**src/hw/rtl/qwi_pkg.sv**
```systemverilog
package qwi_pkg;

  // Table geometry
  localparam int MAX_POINTS = 16;
  localparam int CNT_W      = $clog2(MAX_POINTS + 1);
  localparam int ADDR_W     = $clog2(MAX_POINTS);

  // Datapath widths
  localparam int POS_W      = 96;   // three Q16.16 axes per table row
  localparam int U_W        = 31;   // tau in Q1.30, up to and including 1.0
  localparam int S_W        = 34;   // smoothstep terms and multiplier operands
  localparam int POLY_W     = 40;   // width of the polynomial sums before trimming
  localparam int DVD_W      = 63;   // divider dividend and quotient
  localparam int DIV_CNT_W  = $clog2(DVD_W);
  localparam int QBITS      = 30;
  localparam int VEL_SHIFT  = 14;
  localparam int ACC_SHIFT  = 12;

  // Request commands
  typedef enum logic [1:0] {
    CMD_ADD   = 2'd0,
    CMD_QUERY = 2'd1,
    CMD_LOOP  = 2'd2,
    CMD_CLEAR = 2'd3
  } qwi_cmd_code_t;

  // Result status codes
  typedef enum logic [2:0] {
    ST_INTERP   = 3'd0,
    ST_BEFORE   = 3'd1,
    ST_AFTER    = 3'd2,
    ST_EMPTY    = 3'd3,
    ST_LOAD_OK  = 3'd4,
    ST_LOAD_REJ = 3'd5
  } qwi_status_t;

  // Datapath operations issued by the controller
  typedef enum logic [4:0] {
    OP_NOP    = 5'd0,
    OP_CLEAR  = 5'd1,
    OP_APPEND = 5'd2,
    OP_TSCAN  = 5'd3,
    OP_P0     = 5'd4,
    OP_D      = 5'd5,
    OP_DIV_U  = 5'd6,
    OP_U      = 5'd7,
    OP_PW     = 5'd8,
    OP_POLY   = 5'd9,
    OP_MUL_S0 = 5'd10,
    OP_MUL_S1 = 5'd11,
    OP_MUL_S2 = 5'd12,
    OP_POS    = 5'd13,
    OP_DIV_P  = 5'd14,
    OP_DIV_Q  = 5'd15,
    OP_VEL    = 5'd16,
    OP_ACC    = 5'd17,
    OP_HOLD   = 5'd18
  } qwi_op_t;

  typedef struct packed {
    logic [1:0]         command;
    logic [31:0]        time_req;
    logic signed [31:0] point_0;
    logic signed [31:0] point_1;
    logic signed [31:0] point_2;
  } qwi_in_t;

  typedef struct packed {
    logic [2:0]         status;
    logic signed [31:0] pos_0;
    logic signed [31:0] pos_1;
    logic signed [31:0] pos_2;
    logic signed [63:0] vel_0;
    logic signed [63:0] vel_1;
    logic signed [63:0] vel_2;
    logic signed [63:0] acc_0;
    logic signed [63:0] acc_1;
    logic signed [63:0] acc_2;
  } qwi_out_t;

  // Controller to datapath
  typedef struct packed {
    logic              cap;
    logic              emit;
    qwi_status_t       status;
    logic              t_re;
    logic              p_re;
    logic              we;
    logic              wr_first;
    logic [ADDR_W-1:0] addr;
    qwi_op_t           op;
    logic [1:0]        sel;
  } qwi_cmd_t;

  // Datapath to controller
  typedef struct packed {
    logic [1:0]       command;
    logic [CNT_W-1:0] count;
    logic             full;
    logic             t_le_last;
    logic             t_lt_t1;
    logic             t_le_t1;
    logic             div_busy;
    logic             out_free;
  } qwi_stat_t;

endpackage

```
**src/hw/rtl/qwi_ctrl.sv**
```systemverilog
module qwi_ctrl (
  input  logic               clk,
  input  logic               rst_n,
  input  logic               in_valid,
  output logic               in_ready,
  input  qwi_pkg::qwi_stat_t stat,
  output qwi_pkg::qwi_cmd_t  cmd
);
  import qwi_pkg::*;

  typedef enum logic [23:0] {
    S_IDLE  = 24'h000001,
    S_DEC   = 24'h000002,
    S_LOOPW = 24'h000004,
    S_FIRST = 24'h000008,
    S_CHK   = 24'h000010,
    S_SCAN  = 24'h000020,
    S_SCHK  = 24'h000040,
    S_P0    = 24'h000080,
    S_PD    = 24'h000100,
    S_DIVU  = 24'h000200,
    S_WU    = 24'h000400,
    S_PW    = 24'h000800,
    S_POLY  = 24'h001000,
    S_MS0   = 24'h002000,
    S_POS   = 24'h004000,
    S_MS1   = 24'h008000,
    S_DV    = 24'h010000,
    S_WV    = 24'h020000,
    S_MS2   = 24'h040000,
    S_DA    = 24'h080000,
    S_WA1   = 24'h100000,
    S_WA2   = 24'h200000,
    S_HOLD  = 24'h400000,
    S_EMIT  = 24'h800000
  } qwi_state_t;

  qwi_state_t        state_r, state_nxt;
  logic [ADDR_W-1:0] idx_r, idx_nxt;
  logic [1:0]        k_r, k_nxt;
  qwi_status_t       status_r, status_nxt;
  logic [CNT_W-1:0]  last_cnt;
  logic [ADDR_W-1:0] last_idx;
  logic              reject;

  assign last_cnt = stat.count - CNT_W'(1);
  assign last_idx = last_cnt[ADDR_W-1:0];
  assign reject   = stat.full || ((stat.count != '0) && stat.t_le_last);
  assign in_ready = (state_r == S_IDLE);

  // sequencer
  always_comb begin
    state_nxt    = state_r;
    idx_nxt      = idx_r;
    k_nxt        = k_r;
    status_nxt   = status_r;
    cmd          = '0;
    cmd.op       = OP_NOP;
    cmd.status   = status_r;
    cmd.sel      = k_r;
    cmd.addr     = idx_r;
    unique case (state_r)
      S_IDLE: begin
        if (in_valid) begin
          cmd.cap   = 1'b1;
          state_nxt = S_DEC;
        end
      end
      S_DEC: begin
        unique case (stat.command)
          CMD_ADD: begin
            if (reject) begin
              status_nxt = ST_LOAD_REJ;
            end else begin
              cmd.we     = 1'b1;
              cmd.addr   = stat.count[ADDR_W-1:0];
              cmd.op     = OP_APPEND;
              status_nxt = ST_LOAD_OK;
            end
            state_nxt = S_EMIT;
          end
          CMD_LOOP: begin
            if ((stat.count == '0) || reject) begin
              status_nxt = ST_LOAD_REJ;
              state_nxt  = S_EMIT;
            end else begin
              cmd.p_re  = 1'b1;
              cmd.addr  = '0;
              state_nxt = S_LOOPW;
            end
          end
          CMD_CLEAR: begin
            cmd.op     = OP_CLEAR;
            status_nxt = ST_LOAD_OK;
            state_nxt  = S_EMIT;
          end
          CMD_QUERY: begin
            if (stat.count == '0) begin
              status_nxt = ST_EMPTY;
              state_nxt  = S_EMIT;
            end else begin
              cmd.t_re  = 1'b1;
              cmd.addr  = '0;
              state_nxt = S_FIRST;
            end
          end
          default: state_nxt = S_IDLE;
        endcase
      end
      S_LOOPW: begin
        cmd.we       = 1'b1;
        cmd.wr_first = 1'b1;
        cmd.addr     = stat.count[ADDR_W-1:0];
        cmd.op       = OP_APPEND;
        status_nxt   = ST_LOAD_OK;
        state_nxt    = S_EMIT;
      end
      S_FIRST: begin
        cmd.op    = OP_TSCAN;
        state_nxt = S_CHK;
      end
      // before start, after end, single point, or walk the segments
      S_CHK: begin
        if (stat.t_lt_t1) begin
          cmd.p_re   = 1'b1;
          cmd.addr   = '0;
          status_nxt = ST_BEFORE;
          state_nxt  = S_HOLD;
        end else if (!stat.t_le_last) begin
          cmd.p_re   = 1'b1;
          cmd.addr   = last_idx;
          status_nxt = ST_AFTER;
          state_nxt  = S_HOLD;
        end else if (stat.count == CNT_W'(1)) begin
          cmd.p_re   = 1'b1;
          cmd.addr   = '0;
          status_nxt = ST_INTERP;
          state_nxt  = S_HOLD;
        end else begin
          cmd.t_re  = 1'b1;
          cmd.addr  = ADDR_W'(1);
          idx_nxt   = ADDR_W'(1);
          state_nxt = S_SCAN;
        end
      end
      S_SCAN: begin
        cmd.op    = OP_TSCAN;
        state_nxt = S_SCHK;
      end
      S_SCHK: begin
        if (stat.t_le_t1 || (idx_r == last_idx)) begin
          cmd.p_re  = 1'b1;
          cmd.addr  = idx_r - ADDR_W'(1);
          state_nxt = S_P0;
        end else begin
          cmd.t_re  = 1'b1;
          cmd.addr  = idx_r + ADDR_W'(1);
          idx_nxt   = idx_r + ADDR_W'(1);
          state_nxt = S_SCAN;
        end
      end
      S_P0: begin
        cmd.op    = OP_P0;
        cmd.p_re  = 1'b1;
        cmd.addr  = idx_r;
        state_nxt = S_PD;
      end
      S_PD: begin
        cmd.op    = OP_D;
        state_nxt = S_DIVU;
      end
      S_DIVU: begin
        cmd.op    = OP_DIV_U;
        state_nxt = S_WU;
      end
      S_WU: begin
        if (!stat.div_busy) begin
          cmd.op    = OP_U;
          k_nxt     = 2'd0;
          state_nxt = S_PW;
        end
      end
      // powers of tau, one multiply each
      S_PW: begin
        cmd.op = OP_PW;
        if (k_r == 2'd3) begin
          k_nxt     = 2'd0;
          state_nxt = S_POLY;
        end else begin
          k_nxt = k_r + 2'd1;
        end
      end
      S_POLY: begin
        cmd.op    = OP_POLY;
        k_nxt     = 2'd0;
        state_nxt = S_MS0;
      end
      // per axis: position, velocity, acceleration
      S_MS0: begin
        cmd.op    = OP_MUL_S0;
        state_nxt = S_POS;
      end
      S_POS: begin
        cmd.op    = OP_POS;
        state_nxt = S_MS1;
      end
      S_MS1: begin
        cmd.op    = OP_MUL_S1;
        state_nxt = S_DV;
      end
      S_DV: begin
        cmd.op    = OP_DIV_P;
        state_nxt = S_WV;
      end
      S_WV: begin
        if (!stat.div_busy) begin
          cmd.op    = OP_VEL;
          state_nxt = S_MS2;
        end
      end
      S_MS2: begin
        cmd.op    = OP_MUL_S2;
        state_nxt = S_DA;
      end
      S_DA: begin
        cmd.op    = OP_DIV_P;
        state_nxt = S_WA1;
      end
      S_WA1: begin
        if (!stat.div_busy) begin
          cmd.op    = OP_DIV_Q;
          state_nxt = S_WA2;
        end
      end
      S_WA2: begin
        if (!stat.div_busy) begin
          cmd.op = OP_ACC;
          if (k_r == 2'd2) begin
            status_nxt = ST_INTERP;
            state_nxt  = S_EMIT;
          end else begin
            k_nxt     = k_r + 2'd1;
            state_nxt = S_MS0;
          end
        end
      end
      S_HOLD: begin
        cmd.op    = OP_HOLD;
        state_nxt = S_EMIT;
      end
      S_EMIT: begin
        if (stat.out_free) begin
          cmd.emit  = 1'b1;
          state_nxt = S_IDLE;
        end
      end
      default: state_nxt = S_IDLE;
    endcase
  end

  always_ff @(posedge clk) begin
    if (!rst_n) begin
      state_r  <= S_IDLE;
      idx_r    <= '0;
      k_r      <= '0;
      status_r <= ST_INTERP;
    end else begin
      state_r  <= state_nxt;
      idx_r    <= idx_nxt;
      k_r      <= k_nxt;
      status_r <= status_nxt;
    end
  end

endmodule

```
**config.mk**
```make
export PLATFORM = sky130hd
export DESIGN_NAME = qwi_ctrl
export DESIGN_NICKNAME = d
export VERILOG_FILES = /design/src/hw/rtl/qwi_pkg.sv /design/src/hw/rtl/qwi_ctrl.sv
export SDC_FILE = /design/constraint.sdc
export NUM_CORES = 1
export LEC_CHECK = 0
export ABC_AREA = 1
export BUFFER_PORTS_ARGS = -buffer_cell sky130_fd_sc_hd__buf_4
export CAP_MARGIN = 20
export CORE_UTILIZATION = 64
export DETAILED_ROUTE_END_ITERATION = 6
export GPL_ROUTABILITY_DRIVEN = 0
export PLACE_DENSITY = 0.92
export REMOVE_ABC_BUFFERS = 1
export SLEW_MARGIN = 30
export SYNTH_ARGS = -nofsm -noshare
export SYNTH_HDL_FRONTEND = slang
export SYNTH_SLANG_ARGS = --single-unit
```
**constraint.sdc**
```tcl
create_clock -name clk -period 2.8 [get_ports clk]
set_input_delay 0 -clock clk [delete_from_list [all_inputs] [get_ports clk]]
set_output_delay 0 -clock clk [all_outputs]
set_load 0.01 [all_outputs]
```
# Word level (Yosys, flattened, before mapping)
# Cells that the tools add are included.
[word_totals]
output_inout_bits = 21
wordCells = 146
inputBits = 16
ff_bits = 33
[classes]
n_reduce_logical = 18
n_addsub = 4
n_mux = 73
eq_ne = 47
[ops]
columns = ["op", "n"]
rows = [
  ["24-bit one-hot mux with 23 select lines", 1],
  ["24-bit 2-to-1 mux", 12],
  ["5-bit one-hot mux with 18 select lines", 1],
  ["24-bit one-hot mux with 3 select lines", 1],
  ["4-bit 2-to-1 mux", 10],
  ["2-bit != test, second input constant", 13],
  ["24-bit by 1-bit == test with 1-bit output, second input constant", 1],
  ["24-bit by 10-bit == test with 1-bit output, second input constant", 1],
  ["24-bit by 11-bit == test with 1-bit output, second input constant", 1],
  ["24-bit by 12-bit == test with 1-bit output, second input constant", 1],
  ["24-bit by 13-bit == test with 1-bit output, second input constant", 1],
  ["24-bit by 14-bit == test with 1-bit output, second input constant", 1],
  ["24-bit by 15-bit == test with 1-bit output, second input constant", 1],
  ["24-bit by 16-bit == test with 1-bit output, second input constant", 1],
  ["24-bit by 17-bit == test with 1-bit output, second input constant", 1],
  ["24-bit by 18-bit == test with 1-bit output, second input constant", 1],
  ["24-bit by 19-bit == test with 1-bit output, second input constant", 1],
  ["24-bit by 2-bit == test with 1-bit output, second input constant", 1],
  ["24-bit by 20-bit == test with 1-bit output, second input constant", 1],
  ["24-bit by 21-bit == test with 1-bit output, second input constant", 1],
  ["24-bit by 22-bit == test with 1-bit output, second input constant", 1],
  ["24-bit by 23-bit == test with 1-bit output, second input constant", 1],
  ["24-bit == test, second input constant", 1],
  ["24-bit by 3-bit == test with 1-bit output, second input constant", 1],
  ["43 further kinds", 86],
]

# Depth between registers and ports, before layout
# Gate-level depths: netlist of the first run.
[depth]
ltp_word = 7
depth_mapped = 15
depth_no_buf = 13

# Least setup slack after synthesis of the first run
# No wires, ideal clock.
[synth_path]
path_kind = "flip-flop to flip-flop"
startpoint = "register state_r[8]"
endpoint = "register state_r[17]"
stages_incl_launch_ff = 13
slack_ns = 1.085
required_time_ns = 2.681
synth_period_minus_slack_ns = 1.715
setup_time_ns = 0.119
n_path_buf = 2
arrival_ns = 1.597
cell_sequence = "dfxtp_1 nor2_2 nand2_2 nor2_4 buf_6 nand2_4 nor2_4 nand2_1 nand3_2 nor2_2 buf_2 o21ai_0 nor2_2"
[synth_between]
elab_chain_cells = 3
word_cells_on_any_way = 34
cone_classes = "eq/ne (31); mux (1); reduce/logical (2)"
[synth_rtl]
columns = ["element", "line", "rtl"]
rows = [
  ["from (decl)", "qwi_ctrl.sv:38", "qwi_state_t state_r, state_nxt;"],
  ["from (signal assigned)", "qwi_ctrl.sv:268", "state_r <= state_nxt;"],
  ["24-bit by 1-bit == test with 1-bit output (*)", "--", ""],
  ["net in_ready", "qwi_ctrl.sv:5", "output logic in_ready,"],
  ["2-bit != test (no line)", "--", ""],
  ["7-bit AND reduction (no line)", "--", ""],
]
# Mark *: on every way through the listed nets, which the timed path passes. The rest lies on a longest branch.
# A chain may end at the register's enable or synchronous reset.

==> impl_metrics.yaml, run 1 <==
layout:
  drive_above_1_share: 0.186
  final_area_um2: 3340
  diodes: 0
  syn_to_final_growth_pct: 11.8
  nets: 554
timing:
  clock.fmax_mhz: 431
  fin_crit_sh: 0.828
  setup_tns_ns: 0
  slew_violations: 0
  maxSlewHeadroom: 0.683
  skew_ns: 0.00800
  rsz0062_at_grt: "false"
  setup_slack_ns: 0.482
  worst_slew_pin_slew_ns: 0.475
  fin_crit_ns: 2.32
  setup_viol: 0
  finalHoldViolCount: 0
setup_path:
  cp_num_cells: 11
  cp.arrival_ns: 2.32
  cp_max_fo: 14
  critPathCaptureType: "output port"
  timing.rr.end: "state_r[7]"
  cp.required_ns: 2.80
  crit_slowest_cell: "nor2_2"
  critPathKind: "register to output port"
  max_stage_delay_ns: 0.40
  ff2ff_path_depth: 11
  reg2reg_from: "state_r[16]"
  cp.buffers_inverters: 1
  cp-start-kind: "register"
  path_cells: "nor2_2 -> nand2_2 -> nor2_4 -> nand2_1 -> nor2_4 -> nand2_1 -> nand3_2 -> nor2_2 -> nand3_1 -> o211ai_1 -> buf_4"
  path_delay_family: "simple AND/OR/NAND/NOR gates"
  r2r_slack_ns: 0.65
clock_tree:
  cts-hold-fix-buffers: 0
  clock_path_buffers: 2
  cts_resized: 0
  cts.sinks: 33
  cts_root_buf: "clkbuf_8"
  cts_setup_buffers: 0
  numCtsBuffers: 5
  htreeDepth: 2
  tritoncts: "yes"
  clock_latency_ns: 0.29
  path_clk_slew_ns: 0.07
pwr:
  swShare: 0.474
  powerDensity_nw_per_um2: 567
  p_clk_frac: 0.184
  combPwrFrac: 0.524
  sequentialPowerShare: 0.292
  peakVddDrop_uv: 399
  p_leak_nw: 1.74
  p_int_mw: 0.995
  switchingPower_mw: 0.896
floorplan:
  die_h_um: 70.3
  initial_core_util: 0.676
  num_io_pins: 37
  die_area_um2: 4940
  die_w_um: 70.3
  core.rowCount: 24
  core-area_um2: 4410
hold_path:
  hold_start: "rst_n"
  min_delay_path_depth: 2
  hold_path.class: "input port to register"
  hold_path_end: "state_r[0]"
routing:
  antenna_left: 0
  via_count: 3320
  wl_um: 7950
  drc: 0
  drt-initial-drc-count: 323
  dr.pass1.iters: 6
  vias_per_cell: 5.74
  wl_per_cell_um: 13.8
place:
  placed_area_um2: 3260
  post-place-ws_ns: 0.688
  hpwl_um: 6360
  portBuffers: 36
global_routing:
  grt_first_pass_wirelength_um: 13300
  grt.total_usage: 0.338
  grt_max_degree: 18
  grt.overflow.total: 0
  antenna_found_initial: 0
  grt_pass1_vias: 3088
synth:
  ys_ff_latch: 33
  synth_flop_cell: "dfxtp_1"
  synth.yosys.warnings: 0
  yosysTopAreaCell: "dfxtp_1"
  synth-async-reset-ratio: 0
  synthTopCellsByArea: "dfxtp_1, nand2_1, nor2_1"
  yosysMostFrequentCell: "nand2_1"
  synthTopCellsByCount: "nand2_1, nor2_1, inv_1, nand3_1, dfxtp_1"
  synth_area_um2: 2980
  yosysTopAreaCellShare: 0.221
  synth_edf_count: 0
  syn_inst: 490
  avgSynthCellArea_um2: 6.09
  yosysUniqueCellTypes: 36
  yosysSeqAreaShare: 0.221
flow_run:
  drv_cap: 0
run_status:
  status: "finished, final reports clean"
## state kept, by name, indices dropped and copies added (netlist names)
register,count
idx_r,4
k_r,2
state_r,24
status_r,3
## layer usage
| layer | track usage | share of wire |
|---|---|---|
| met1 | 0.387 | 0.39 |
| met2 | 0.592 | 0.49 |
| met3 | 0.0548 | 0.072 |
| met4 | 0.182 | 0.040 |
| met5 | 0 | 0 |
## power by group through the flow
stage / combinational, mW / clock (mW) / sequential (mW)
global route: 1.09 / 0.370 / 0.555
finish: 0.991 / 0.349 / 0.551
detailed placement: 0.974 / 0 / 0.560
floorplan: 0.708 / 0 / 0.561
global placement: 0.941 / 0 / 0.559
CTS: 0.978 / 0.346 / 0.550
## metrics by stage
stage | hold slack, ns | std cells | util | total power [mW]
6_report | 0.0233 | 578 | 0.756 | 1.89
5_1_grt | 0.0232 | 578 | 0.756 | 2.01
4_1_cts | 0.0174 | 578 | 0.756 | 1.87
3_5_place_dp | 0.308 | 570 | 0.738 | 1.53
3_3_place_gp | 0.310 | 570 | 0.738 | 1.50
2_1_floorplan | 0.0855 | 482 | - | 1.27
## area by class of cell
| cell class | instances | area, um^2 |
|---|---|---|
| multi-input combinational | 376 | 1980 |
| fill | 373 | 1080 |
| sequential | 33 | 661 |
| inverter | 73 | 277 |
| timing repair buffer | 36 | 270 |
| clock buffer | 8 | 80.1 |
| tap | 52 | 65.1 |
## logic make-up after synthesis
kind of cell / synth area share
DFF: 0.221
and+or+nand+nor: 0.523
xor gates and xnor gates: 0.0235
buffers and inverters: 0.114
adders and majority gates: 0.0545
AOI/OAI and AO/OA: 0.0637
## worst max-delay path by stage
| stage | from | to |
|---|---|---|
| floorplan | state_r[6] | state_r[10] |
| global placement | state_r[16] | state_r[23] |
| detailed placement | state_r[6] | state_r[10] |
| CTS | state_r[6] | cmd[6] |
| global route | state_r[16] | cmd[6] |
| finish | state_r[16] | cmd[6] |
## layout by cell type (no fill, tap or decap), drive strengths merged, types with 3 or more instances in the layout
master / netlist / final
nand2: 113 / 113
nor2: 110 / 110
inv: 72 / 72
nand3: 57 / 57
buf: 7 / 36
dfxtp: 33 / 33
a21oi: 18 / 18
nand4: 15 / 15
o21ai: 14 / 14
ha: 13 / 13
nor3: 11 / 11
clkbuf: 1 / 8
xor2: 5 / 5
nand3b: 5 / 5
xnor2: 3 / 3
Power figures use the tool's default switching activity.
==> run 2, diff against run 1 <==
CORE_UTILIZATION = 59   (was 64)
PLACE_DENSITY = 0.86   (was 0.92)
clock period = 2.2 ns   (was 2.8 ns; I/O delays follow)
==> run 2 against run 1 <==
Compared with the run above:
- clock power increased by 77%
- die area grew 8.2%
- non-clock buffer count up 12
- setup slack worse by 0.44 ns
- sequential cell count unchanged
- sequential share of layout area shrank 1.2 points
- highest routed layer unchanged
- first-iteration DRC count increased by 3.1%
- critical path depth rose by 2
- largest power group unchanged
- largest cell class unchanged
==> impl_metrics.yaml, run 2 (synthesized netlist as in run 1, its figures left out) <==
setup_path:
  cp_max_fo: 6
  cp-start-kind: "register"
  crit_slowest_cell: "dfxtp_1"
  cp.required_ns: 2.20
  critPathCaptureType: "output port"
  cp.arrival_ns: 2.15
  crit_top_cell: "nand2_1"
  r2r_slack_ns: 0.10
  max_stage_delay_ns: 0.33
  path_cells: "nor2_1 -> nand2_2 -> nor2_4 -> nand2_1 -> inv_1 -> nand2_2 -> nand2_1 -> nand2_1 -> nand2_1 -> nor2_4 -> nand3_1 -> o211ai_1 -> buf_4"
  critPathKind: "register to output port"
pwr:
  peakVddDrop_uv: 436
  finalPower_mw: 2.85
  powerDensity_nw_per_um2: 801
  p_leak_nw: 1.83
timing:
  finalHoldViolCount: 0
  setup_viol: 0
  worst_slew_pin_slew_ns: 0.386
  setup_tns_ns: 0
  fin_crit_ns: 2.15
  clock.fmax_mhz: 464
  maxSlewHeadroom: 0.740
  rsz0062_at_grt: "true"
  skew_ns: 0.00941
  slew_violations: 0
  fin_crit_sh: 0.979
floorplan:
  die_area_um2: 5350
  num_io_pins: 37
  die_w_um: 73.1
  core.rowCount: 25
  initial_core_util: 0.624
  core-area_um2: 4790
  die_h_um: 73.1
global_routing:
  grt.overflow.total: 0
  grt_first_pass_wirelength_um: 13700
  grt_pass1_vias: 3164
  grt.total_usage: 0.331
  antenna_found_initial: 0
  grt_max_degree: 18
flow_run:
  drv_cap: 0
clock_tree:
  clock_path_buffers: 2
  path_clk_slew_ns: 0.07
  numCtsBuffers: 5
  cts_root_buf: "clkbuf_8"
  tritoncts: "yes"
  cts.sinks: 33
  htreeDepth: 2
  clock_latency_ns: 0.30
place:
  hpwl_um: 6280
  portBuffers: 36
  place_inst: 586
layout:
  nets: 566
  top_regs: "state_r (24), idx_r (4), status_r (3)"
  mostFrequentLayoutCells: "nand2_1, nor2_1, inv_1"
  fill_cells: 399
  diodes: 0
  syn_to_final_growth_pct: 19.2
  top_register: "state_r"
  drive_above_1_share: 0.214
  layout_commonest_cell: "nand2_1"
  finalNonFillerCells: 605
  multi_input_area_um2: 2030
  largest_register_ffs: 24
  ff_latch_area_um2: 662
run_status:
  status: "finished, final reports clean"
routing:
  wl_per_cell_um: 14.6
  drc: 0
  drt-initial-drc-count: 333
  via_count: 3470
  vias_per_cell: 5.74
  wl_um: 8820
  dr.pass1.iters: 7
  antenna_left: 0
hold_path:
  hold_path.class: "input port to register"
==> run 2: path summary, 6_finish.rpt <==
path | cells past startpoint | endpoint | start
setup / recovery | 13 | cmd[6] | state_r[19]
hold / removal | 3 | state_r[10] | stat[1]
setup reg to reg | 13 | state_r[21] | state_r[14]
hold reg to reg | 2 | status_r[2] | status_r[2]
==> run 2: final cells by class <==
type	instances	area share
well taps	67	0.0236
clock inverters	1	0.00844
clock buffers	7	0.0243
inverters	73	0.0777
repair buffers	48	0.109
multi-input cells	376	0.571
flip-flops and latches	33	0.186
==> run 2: worst max-delay path, delay by kind of cell (launching register included) <==
| family | cells | cell delay, ns |
|---|---|---|
| buffers and inverters | 2 | 0.24 |
| flip-flops | 1 | 0.33 |
| AND/OR/NAND/NOR | 10 | 1.16 |
| AO/OA/AOI/OAI | 1 | 0.12 |
==> run 2: routing by layer <==
metal,vias up,part of all wire,wire [um],global-route usage
met1,1559,0.39,3440,0.369
met4,0,0.039,343,0.185
li1,1646,-,-,-
met5,-,0,0,0
met2,224,0.49,4350,0.582
met3,41,0.078,690,0.0718
==> run 2: power by group <==
part           internal [mW]  switching (mW)  total [mW]
Combinational          0.541           0.981        1.52
Sequential             0.653          0.0617       0.714
Clock                  0.370           0.246       0.616
Total                   1.56            1.29        2.85
==> run 2: timing repair <==
item,in CTS,in global routing
pin swaps,2,3
hold endpoints to repair,1,0
endpoints found under the setup margin,1,26
gates resized for setup,1,11
hold buffers,1,0
setup buffers,7,3
==> run 2: per-stage QoR <==
stage	utilization	hold slack [ns]	area, um^2	setup WS, ns
floorplan	-	0.0855	2920	0.411
global placement	0.686	0.298	3280	0.173
detailed placement	0.686	0.282	3280	0.0825
CTS	0.729	0.0480	3490	0.0802
global route	0.744	0.109	3560	-0.0543
finish	0.744	0.0751	3560	0.0458
